File: src/sv/upd_pkg.sv
// Character codes, status codes, escape phase type and hex decoder for the URL decoder.
package upd_pkg;

  localparam logic [7:0] CH_PERCENT = 8'h25;
  localparam logic [7:0] CH_PLUS    = 8'h2B;
  localparam logic [7:0] CH_SPACE   = 8'h20;
  localparam logic [7:0] CH_DOT     = 8'h2E;
  localparam logic [7:0] CH_SLASH   = 8'h2F;

  typedef enum logic [1:0] {
    ST_OK     = 2'd0,
    ST_ESCAPE = 2'd1,
    ST_NOTABS = 2'd2,
    ST_DOTDOT = 2'd3
  } status_t;

  typedef enum logic [2:0] {
    PH_NORMAL = 3'b001,
    PH_HI     = 3'b010,
    PH_LO     = 3'b100
  } phase_t;

  typedef struct packed {
    logic       ok;
    logic [3:0] value;
  } hex_t;

  function automatic hex_t hex_decode(input logic [7:0] c);
    hex_t h;
    h.ok    = 1'b1;
    h.value = 4'd0;
    if (c >= 8'h30 && c <= 8'h39) begin
      h.value = c[3:0];
    end else if ((c >= 8'h41 && c <= 8'h46) || (c >= 8'h61 && c <= 8'h66)) begin
      h.value = 4'(c[2:0] + 3'd1) + 4'd8;
    end else begin
      h.ok = 1'b0;
    end
    return h;
  endfunction

endpackage

File: src/sv/url_percent_decode_path_check.sv
// URL percent decoder with absolute-path and dot-dot checks, one URI byte per cycle
// unless out_tready stalls the output. Each accepted byte is held in the input stage,
// its result in the output register. The per-byte state update is one registered step.
// A byte that yields no result only advances the decoder state.
// Reset (rst_n low, synchronous) empties both stages and returns the decoder to its
// start-of-URI state; the byte marked last also returns it there.
module url_percent_decode_path_check (
  input  logic        clk,
  input  logic        rst_n,
  input  logic        in_tvalid,
  output logic        in_tready,
  input  logic [7:0]  in_tdata,   // [7:0] in_byte
  input  logic        in_tlast,   // in_last
  output logic        out_tvalid,
  input  logic        out_tready,
  output logic [15:0] out_tdata,  // [7:0] out_byte, [9:8] status, [10] dir_path, rest zero
  output logic        out_tuser,  // byte_valid
  output logic        out_tlast   // path_end
);
  import upd_pkg::*;

  // Input stage
  logic       in_valid_r;
  logic [7:0] in_byte_r;
  logic       in_last_r;

  // Decoder state
  phase_t     phase_r, phase_nxt;
  logic [3:0] high_r, high_nxt;
  logic       seen_r, seen_nxt;
  logic       dot_r, dot_nxt;
  logic       slash_r, slash_nxt;
  status_t    err_r, err_nxt;

  // Output stage
  logic        out_valid_r;
  logic [15:0] out_data_r;
  logic        out_user_r;
  logic        out_last_r;

  logic       advance;
  logic       have;
  logic       emit;
  logic       res;
  logic [7:0] dec;
  status_t    status;
  logic       dir;
  hex_t       hx;

  assign advance   = in_valid_r && (!out_valid_r || out_tready);
  assign in_tready = !in_valid_r || advance;

  always_comb begin
    phase_nxt = phase_r;
    high_nxt  = high_r;
    seen_nxt  = seen_r;
    dot_nxt   = dot_r;
    slash_nxt = slash_r;
    err_nxt   = err_r;
    have      = 1'b0;
    emit      = 1'b0;
    dec       = in_byte_r;
    status    = ST_OK;
    dir       = 1'b0;
    hx        = hex_decode(in_byte_r);

    // After a bad escape every byte is ignored until the last one.
    if (err_r != ST_ESCAPE) begin
      unique case (phase_r)
        PH_NORMAL: begin
          if (in_byte_r == CH_PERCENT) begin
            phase_nxt = PH_HI;
          end else begin
            have = 1'b1;
            dec  = (in_byte_r == CH_PLUS) ? CH_SPACE : in_byte_r;
          end
        end
        PH_HI, PH_LO: begin
          if (!hx.ok) begin
            err_nxt   = ST_ESCAPE;
            phase_nxt = PH_NORMAL;
          end else if (phase_r == PH_HI) begin
            high_nxt  = hx.value;
            phase_nxt = PH_LO;
          end else begin
            dec       = {high_r, hx.value};
            have      = 1'b1;
            phase_nxt = PH_NORMAL;
          end
        end
        default: begin
          phase_nxt = PH_NORMAL;
        end
      endcase
    end

    if (have && err_r == ST_OK) begin
      if (!seen_r) begin
        seen_nxt = 1'b1;
        if (dec != CH_SLASH) begin
          err_nxt = ST_NOTABS;
        end
      end else if (dec == CH_DOT && dot_r) begin
        err_nxt = ST_DOTDOT;
      end
      emit      = (err_nxt == ST_OK);
      dot_nxt   = (dec == CH_DOT);
      slash_nxt = (dec == CH_SLASH);
    end

    if (in_last_r) begin
      if (phase_nxt != PH_NORMAL) begin
        err_nxt = ST_ESCAPE;
      end
      if (err_nxt == ST_OK && !seen_nxt) begin
        err_nxt = ST_NOTABS;
      end
      status = err_nxt;
      dir    = (err_nxt == ST_OK) && slash_nxt;
    end

    res = emit || in_last_r;
  end

  always_ff @(posedge clk) begin
    if (!rst_n) begin
      in_valid_r <= 1'b0;
    end else if (in_tready) begin
      in_valid_r <= in_tvalid;
    end
  end

  always_ff @(posedge clk) begin
    if (in_tready && in_tvalid) begin
      in_byte_r <= in_tdata;
      in_last_r <= in_tlast;
    end
  end

  always_ff @(posedge clk) begin
    if (!rst_n) begin
      phase_r <= PH_NORMAL;
      high_r  <= 4'd0;
      seen_r  <= 1'b0;
      dot_r   <= 1'b0;
      slash_r <= 1'b0;
      err_r   <= ST_OK;
    end else if (advance) begin
      if (in_last_r) begin
        phase_r <= PH_NORMAL;
        high_r  <= 4'd0;
        seen_r  <= 1'b0;
        dot_r   <= 1'b0;
        slash_r <= 1'b0;
        err_r   <= ST_OK;
      end else begin
        phase_r <= phase_nxt;
        high_r  <= high_nxt;
        seen_r  <= seen_nxt;
        dot_r   <= dot_nxt;
        slash_r <= slash_nxt;
        err_r   <= err_nxt;
      end
    end
  end

  always_ff @(posedge clk) begin
    if (!rst_n) begin
      out_valid_r <= 1'b0;
    end else if (advance && res) begin
      out_valid_r <= 1'b1;
    end else if (out_tready) begin
      out_valid_r <= 1'b0;
    end
  end

  always_ff @(posedge clk) begin
    if (advance && res) begin
      out_data_r <= {5'd0, dir, status, (emit ? dec : 8'd0)};
      out_user_r <= emit;
      out_last_r <= in_last_r;
    end
  end

  assign out_tvalid = out_valid_r;
  assign out_tdata  = out_data_r;
  assign out_tuser  = out_user_r;
  assign out_tlast  = out_last_r;

`ifndef NO_ASSERTIONS
  // A result that does not close the URI always carries a decoded byte.
  a_mid_result_has_byte: assert property (@(posedge clk) disable iff (!rst_n)
    out_tvalid && !out_tlast |-> out_tuser)
    else $error("result without byte and without path end");

  // The ends-in-slash flag is only reported on a successful path end.
  a_dir_only_ok: assert property (@(posedge clk) disable iff (!rst_n)
    out_tvalid && out_tdata[10] |-> out_tlast && out_tdata[9:8] == ST_OK)
    else $error("dir_path set outside a successful path end");

  // A byte emitted together with the path end can only come with status ok.
  a_emit_last_ok: assert property (@(posedge clk) disable iff (!rst_n)
    out_tvalid && out_tuser && out_tlast |-> out_tdata[9:8] == ST_OK)
    else $error("decoded byte emitted on a failing path end");

  // The last byte returns the decoder to its start-of-URI state.
  a_last_resets: assert property (@(posedge clk) disable iff (!rst_n)
    advance && in_last_r |=> phase_r == PH_NORMAL && err_r == ST_OK && !seen_r)
    else $error("decoder state not cleared after last byte");
`endif

endmodule
File: config.mk
export PLATFORM = sky130hd
export DESIGN_NAME = url_percent_decode_path_check
export DESIGN_NICKNAME = d
export VERILOG_FILES = /design/src/sv/upd_pkg.sv /design/src/sv/url_percent_decode_path_check.sv
export SDC_FILE = /design/constraint.sdc
export NUM_CORES = 1
export LEC_CHECK = 0
export BUFFER_PORTS_ARGS = -buffer_cell sky130_fd_sc_hd__buf_2
export CAP_MARGIN = 15
export CORE_MARGIN = 8
export CORE_UTILIZATION = 56
export CTS_CLUSTER_SIZE = 30
export DETAILED_ROUTE_END_ITERATION = 10
export GPL_TIMING_DRIVEN = 0
export PLACE_DENSITY = 0.82
export SYNTH_ARGS = -nofsm -noshare
export SYNTH_HDL_FRONTEND = slang
export SYNTH_SLANG_ARGS = --single-unit
export TNS_END_PERCENT = 1
File: constraint.sdc
create_clock -name clk -period 3.92 [get_ports clk]
set_input_delay 0.784 -clock clk [delete_from_list [all_inputs] [get_ports clk]]
set_output_delay 0.784 -clock clk [all_outputs]
set_load 0.01 [all_outputs]
==> run_results.csv, run 1 <==
group,metric,value,unit
timing,fin_skew,0.0146,ns
route,routed_wl,4.08,mm
power,peakVddDrop,0.240,mV
synth,synth_area_per_cell,10.1,um^2
place,port_buffers,27,
finish,layout.nets,250,
setup_path,critPathArrivalTime,3.44,ns
floorplanning,die-area,5700,um^2
route,vias,1566,
route,drc,0,
cts,clockRootBuffer,"clkbuf_4",
floorplanning,initial_utilization,0.589,
timing,finalSetupViolCount,0,
timing,relSlewSlack,0.506,
cts,clock_latency,0.35,ns
synth,async_reset_ff_frac,0,
finish,drive_above_1_share,0.247,
timing,min_period,3.46,ns
synth,synth_edf_count,22,
finish,antennaDiodeCount,0,
power,pwr-share-seq,0.603,
floorplanning,core,3360,um^2
setup_path,end_kind,"flip-flop",
place,hpwl,3.10,mm
power,cellPowerDensity,315,nW/um^2
finish,final_area,2240,um^2
cts,clockBufferDepth,2,
hold_path,holdPathStages,2,
timing,rsz0062_at_grt,"false",
synth,synthesis.yosys.warnings,0,
synth,synthDistinctLibCells,58,
cts,cts_resized,0,
synth,ys_seq_area_frac,0.475,
synth,ys_ff_latch,36,
global_route,globalRouteTotalUtil,0.159,
timing,clock.fmax,0.289,GHz
timing,worst_pin_slew,0.741,ns
run,max-cap-violations,0,
place,place_area,2190,um^2
synth,synth_area,1980,um^2
cts,cts_tree,"done",
setup_path,crit_type,"flip-flop to flip-flop",
route,ant_nets,0,
global_route,grt_max_degree,14,
setup_path,cp.required,3.90,ns
global_route,grt_pass1_wl,6.91,mm
setup_path,path_max_fanout,13,
cts,numCtsBuffers,5,
power,p_leak,0.814,nW
setup_path,cp-start-kind,"flip-flop",
floorplanning,die_x,75.5,um
global_route,grt_remaining_overflow,0,
cts,cts_hold_buf,0,
synth,synthFlopType,"edfxtp_1",
status,status,"finished clean",
hold_path,hold_path_class,"flip-flop to flip-flop",
power,power.switching,0.000186,W
finish,area_growth,13.1,%
power,switching_share,0.264,
timing,period_share,0.883,
floorplanning,die_height,75.5,um
synth,syn_inst,196,
global_route,grt_pass1_vias,1529,
route,wl_per_cell,14.5,um
route,vias_per_cell,5.57,
timing,setup_tns,0,ns
timing,slew_violations,0,
setup_path,reg2reg_depth,10,
floorplanning,num_rows,21,
global_route,grt_antenna_before_repair,0,
power,p_clk_frac,0.278,
cts,cts.sinks,36,
cts,postCtsSetupRepairBufs,0,
power,intPower,0.000520,W
place,gp_congestion,0.908,
route,drt_pass1_iterations,4,
cts,clkSlewWorstSetupHoldPaths,0.11,ns
cts,cts_max_level,2,
power,power_frac_comb,0.118,
route,drtIter0Drc,116,
floorplanning,io_pins,33,
timing,hold_viol,0,
==> path summary, 6_finish.rpt <==
path / start / endpoint / slack [ns]
setup reg to reg: in_byte_r[1]$_DFFE_PP_ / out_tdata[8]$_SDFFCE_PN0P_ / 0.46
hold / removal: high_r[3]$_SDFFE_PN0P_ / high_r[3]$_SDFFE_PN0P_ / 0.50
setup / recovery: in_byte_r[1]$_DFFE_PP_ / out_tdata[8]$_SDFFCE_PN0P_ / 0.46
hold reg to reg: high_r[3]$_SDFFE_PN0P_ / high_r[3]$_SDFFE_PN0P_ / 0.50
==> Yosys cell counts (all sizes together), types with 2 or more instances <==
cell type,number,share of area
a21oi,19,0.054
nand3,2,0.0051
nand2,18,0.034
clkbuf,5,0.0095
a2bb2oi,2,0.012
nand2b,6,0.019
and2,2,0.0063
nor2b,8,0.025
ha,3,0.019
a211oi,2,0.0076
nor2,17,0.032
nor4b,3,0.024
o21bai,2,0.0076
dfxtp,14,0.14
buf,8,0.033
edfxtp,22,0.33
nor4,3,0.013
o41a,2,0.011
inv,8,0.015
a32o,2,0.010
nand4bb,2,0.011
a22oi,2,0.0076
o21a,3,0.011
nor3,5,0.018
a21boi,3,0.011
or3,2,0.0063
o21ai,11,0.032
==> power by group through the flow <==
stage / combinational [W] / clock, W / sequential (W)
4_1_cts: 0.0000833 / 0.000196 / 0.000426
2_1_floorplan: 0.0000565 / 0 / 0.000435
6_report: 0.0000837 / 0.000196 / 0.000426
5_1_grt: 0.0000932 / 0.000214 / 0.000428
3_3_place_gp: 0.0000817 / 0 / 0.000434
3_5_place_dp: 0.0000827 / 0 / 0.000435
==> critical path, cell delays in order, from the launching register on <==
cell      delay [ns]
edfxtp_1        0.47
inv_1           0.15
ha_1            0.29
o21bai_1        0.13
a21oi_2         0.24
o21ai_2         0.13
o31a_1          0.40
nor4_2          0.39
o21ai_2         0.13
buf_6           0.18
a21oi_2         0.58
==> metrics by stage <==
step           power (W)  hold slack [ns]  setup slack, ns   util  instances
3_5_place_dp    0.000517            0.479            0.528  0.651        273
2_1_floorplan   0.000492            0.444            0.964      -        200
6_report        0.000706            0.496            0.460  0.666        281
3_3_place_gp    0.000516            0.476            0.610  0.651        273
5_1_grt         0.000735            0.517            0.256  0.666        281
4_1_cts         0.000705            0.495            0.497  0.666        281
==> cells in the final DEF, fill, tap and decap left out, drive strengths merged, types with 2 or more instances in the layout <==
master and count:
o21bai 2, o21a 3, nor3 5, a211oi 2, nand2 18, a32o 2
nor2b 8, nand4bb 2, nor4b 3, o21ai 11, inv 9, or3 2
edfxtp 22, dfxtp 14, nand3 2, conb 5, and2 2, a22oi 2
nor2 17, buf 35, clkbuf 11, o41a 2, a21oi 19, nor4 3
a21boi 3, ha 3, a2bb2oi 2, nand2b 6
==> layout make-up <==
class,count,area [um^2]
repair buffers,27,135
clock buffers,6,41.3
multi-input cells,143,941
clock inverters,2,11.3
well taps,46,57.6
flip-flops and latches,36,941
plain buffers,13,83.8
fillers,293,1120
inverters,8,30.0
==> cells by family (layout without fill, tap and decap cells) <==
group / Yosys count / count (layout) / synth area share
AND/OR/NAND/NOR: 75 / 75 / 0.220
AO/OA/AOI/OAI: 59 / 59 / 0.220
flip-flops: 36 / 36 / 0.475
buffers and inverters: 21 / 56 / 0.0575
adder cells (fa/ha/maj): 3 / 3 / 0.0190
other: 1 / 5 / 0.00189
multiplexers: 1 / 1 / 0.00569
==> per-layer routing <==
layer  global-route usage  wire length, um  vias up
met5                    0                0        -
met4               0.0554               48        0
met3               0.0421              269        6
met2                0.259             1810       43
met1                0.197             1950      721
li1                     -                -      796
==> state kept, by name, summed over array words and instances (netlist names), 2 cells and up <==
signal     count
out_tdata     11
in_byte_r      8
high_r         4
phase_r        3
err_r          2
Power figures use the tool's default switching activity.
==> run 2, diff against run 1 <==
- CORE_ASPECT_RATIO: default -> 0.8
==> run_results.csv, run 2 (synthesis gave the netlist of run 1 again) <==
group,metric,value,unit
place,port_buffers,27,
global_route,grt_max_degree,14,
global_route,use_met3,0.0492,
place,dp_slack,0.511,ns
setup_path,cp.required,3.84,ns
timing,finalWorstSetupSlack,0.465,ns
global_route,grt_remaining_overflow,0,
timing,relSlewSlack,0.516,
floorplanning,num_rows,19,
global_route,busiest_layer,"met2",
run,max-cap-violations,0,
hold_path,hold_end,"high_r[3]$_SDFFE_PN0P_",
finish,mostFrequentLayoutCells,"28 x buf_2, 22 x edfxtp_1, 18 x nand2_1",
timing,rsz0062_at_grt,"false",
setup_path,cp_cell_sequence,"inv_1, ha_1, inv_1, o311ai_2, o22ai_1, mux2_2, nor4_2, o21ai_2, buf_6, a21oi_2",
timing,hold_viol,0,
cts,cts_tree,"done",
setup_path,cp-start-kind,"flip-flop",
timing,min_period,3.46,ns
global_route,gr-usage-met2,0.223,
status,status,"finished clean",
finish,largest_reg_flops,11,
route,drc,0,
cts,clock_latency,0.29,ns
global_route,grtUsageMet1,0.201,
floorplanning,initial_utilization,0.583,
floorplanning,die_height,69.2,um
cts,cts_resized,0,
route,routed_wl,4.33,mm
hold_path,holdPathStages,2,
cts,cts_max_level,2,
setup_path,r2r_end,"out_tdata[4]$_SDFFCE_PN0P_",
setup_path,cp-startpoint,"in_byte_r[0]$_DFFE_PP_",
place,gp_congestion,0.924,
setup_path,critPathArrivalTime,3.38,ns
route,drtIter0Drc,191,
setup_path,r2r_start,"in_byte_r[0]$_DFFE_PP_",
timing,finalSetupViolCount,0,
hold_path,hold_path_class,"flip-flop to flip-flop",
route,drt_pass1_iterations,4,
global_route,grt_pass1_wl,6.89,mm
finish,nFillCells,283,
hold_path,worstHoldStart,"high_r[3]$_SDFFE_PN0P_",
floorplanning,io_pins,33,
setup_path,end_kind,"flip-flop",
setup_path,reg2reg_depth,10,
setup_path,path_max_fanout,13,
finish,layout.nets,250,
finish,drive_above_1_share,0.243,
cts,cts_hold_buf,0,
global_route,grt_antenna_before_repair,0,
power,p_leak,0.828,nW
cts,numCtsBuffers,5,
place,hpwl,3.30,mm
route,ant_nets,0,
setup_path,r2r_setup_slack,0.46,ns
timing,period_share,0.881,
timing,worst_pin_slew,0.726,ns
setup_path,critPathSlowestCell,"a21oi_2",
cts,postCtsSetupRepairBufs,0,
timing,slew_violations,0,
route,vias,1637,
finish,final_common_cell,"buf_2",
cts,clkSlewWorstSetupHoldPaths,0.07,ns
finish,area_growth,14.8,%
setup_path,crit_type,"flip-flop to flip-flop",
route,wl_per_cell,15.6,um
floorplanning,die-area,5710,um^2
cts,clockBufferDepth,2,
setup_path,cpPeakStageDelay,0.57,ns
global_route,grt_pass1_vias,1483,
route,vias_per_cell,5.91,
floorplanning,core,3400,um^2
timing,holdWs,0.503,ns
cts,cts.sinks,36,
timing,clock.fmax,0.289,GHz
timing,fin_skew,0.00988,ns
cts,clockRootBuffer,"clkbuf_8",
power,peakVddDrop,0.241,mV
finish,antennaDiodeCount,0,
timing,setup_tns,0,ns
power,cellPowerDensity,342,nW/um^2
setup_path,cp_common_cell,"inv_1",
floorplanning,die_x,82.5,um
global_route,globalRouteTotalUtil,0.154,
-- run 2: cell count changes in the layout (fill, tap and decap cells not counted), sizes merged --
| cell | delta |
|---|---|
| inv | -1 |
| clkbuf | +1 |
-- run 2: routing by layer --
metal  part of all wire  vias to the layer above
met3               0.11                       12
met4              0.020                        0
li1                   -                      790
met1               0.43                      751
met5                  0                        -
met2               0.44                       84
-- run 2: report_power, final --
part / internal (W) / switching (W)
Combinational: 0.0000338 / 0.0000511
Sequential: 0.000417 / 0.0000100
Clock: 0.000141 / 0.000125
Total: 0.000591 / 0.000186
-- run 2: critical path, delay by kind of cell (launching register included) --
kind	cells	cell delay (ns)
compound gates	4	1.34
mux	1	0.36
flops	1	0.52
simple gates	1	0.27
fa+ha+maj	1	0.21
buf+inv	3	0.37
-- run 2: layout make-up --
type	count	area, um^2	area share
Sequential cell	36	941	0.414
Multi-Input combinational cell	143	941	0.414
Timing Repair Buffer	27	135	0.0594
Clock buffer	7	86.3	0.0380
Buffer	13	83.8	0.0369
Tap cell	42	52.6	0.0231
Inverter	8	30.0	0.0132
Clock inverter	1	3.75	0.00165
-- run 2: worst max path at each step --
stage,depth (start not counted),to,slack (ns)
2_1_floorplan,10,out_tdata[0]$_SDFFCE_PN0P_,0.96
3_3_place_gp,10,out_tdata[5]$_SDFFCE_PN0P_,0.63
3_5_place_dp,10,out_tdata[4]$_SDFFCE_PN0P_,0.51
4_1_cts,10,out_tdata[4]$_SDFFCE_PN0P_,0.48
5_1_grt,10,out_tdata[4]$_SDFFCE_PN0P_,0.31
6_report,10,out_tdata[4]$_SDFFCE_PN0P_,0.46
-- run 2: per-stage QoR --
stage | std cells | total power, W | util | cell area [um^2]
floorplan | 200 | 0.000492 | - | 2000
global placement | 269 | 0.000515 | 0.642 | 2180
detailed placement | 269 | 0.000518 | 0.642 | 2180
CTS | 277 | 0.000780 | 0.669 | 2270
global route | 277 | 0.000807 | 0.669 | 2270
finish | 277 | 0.000777 | 0.669 | 2270
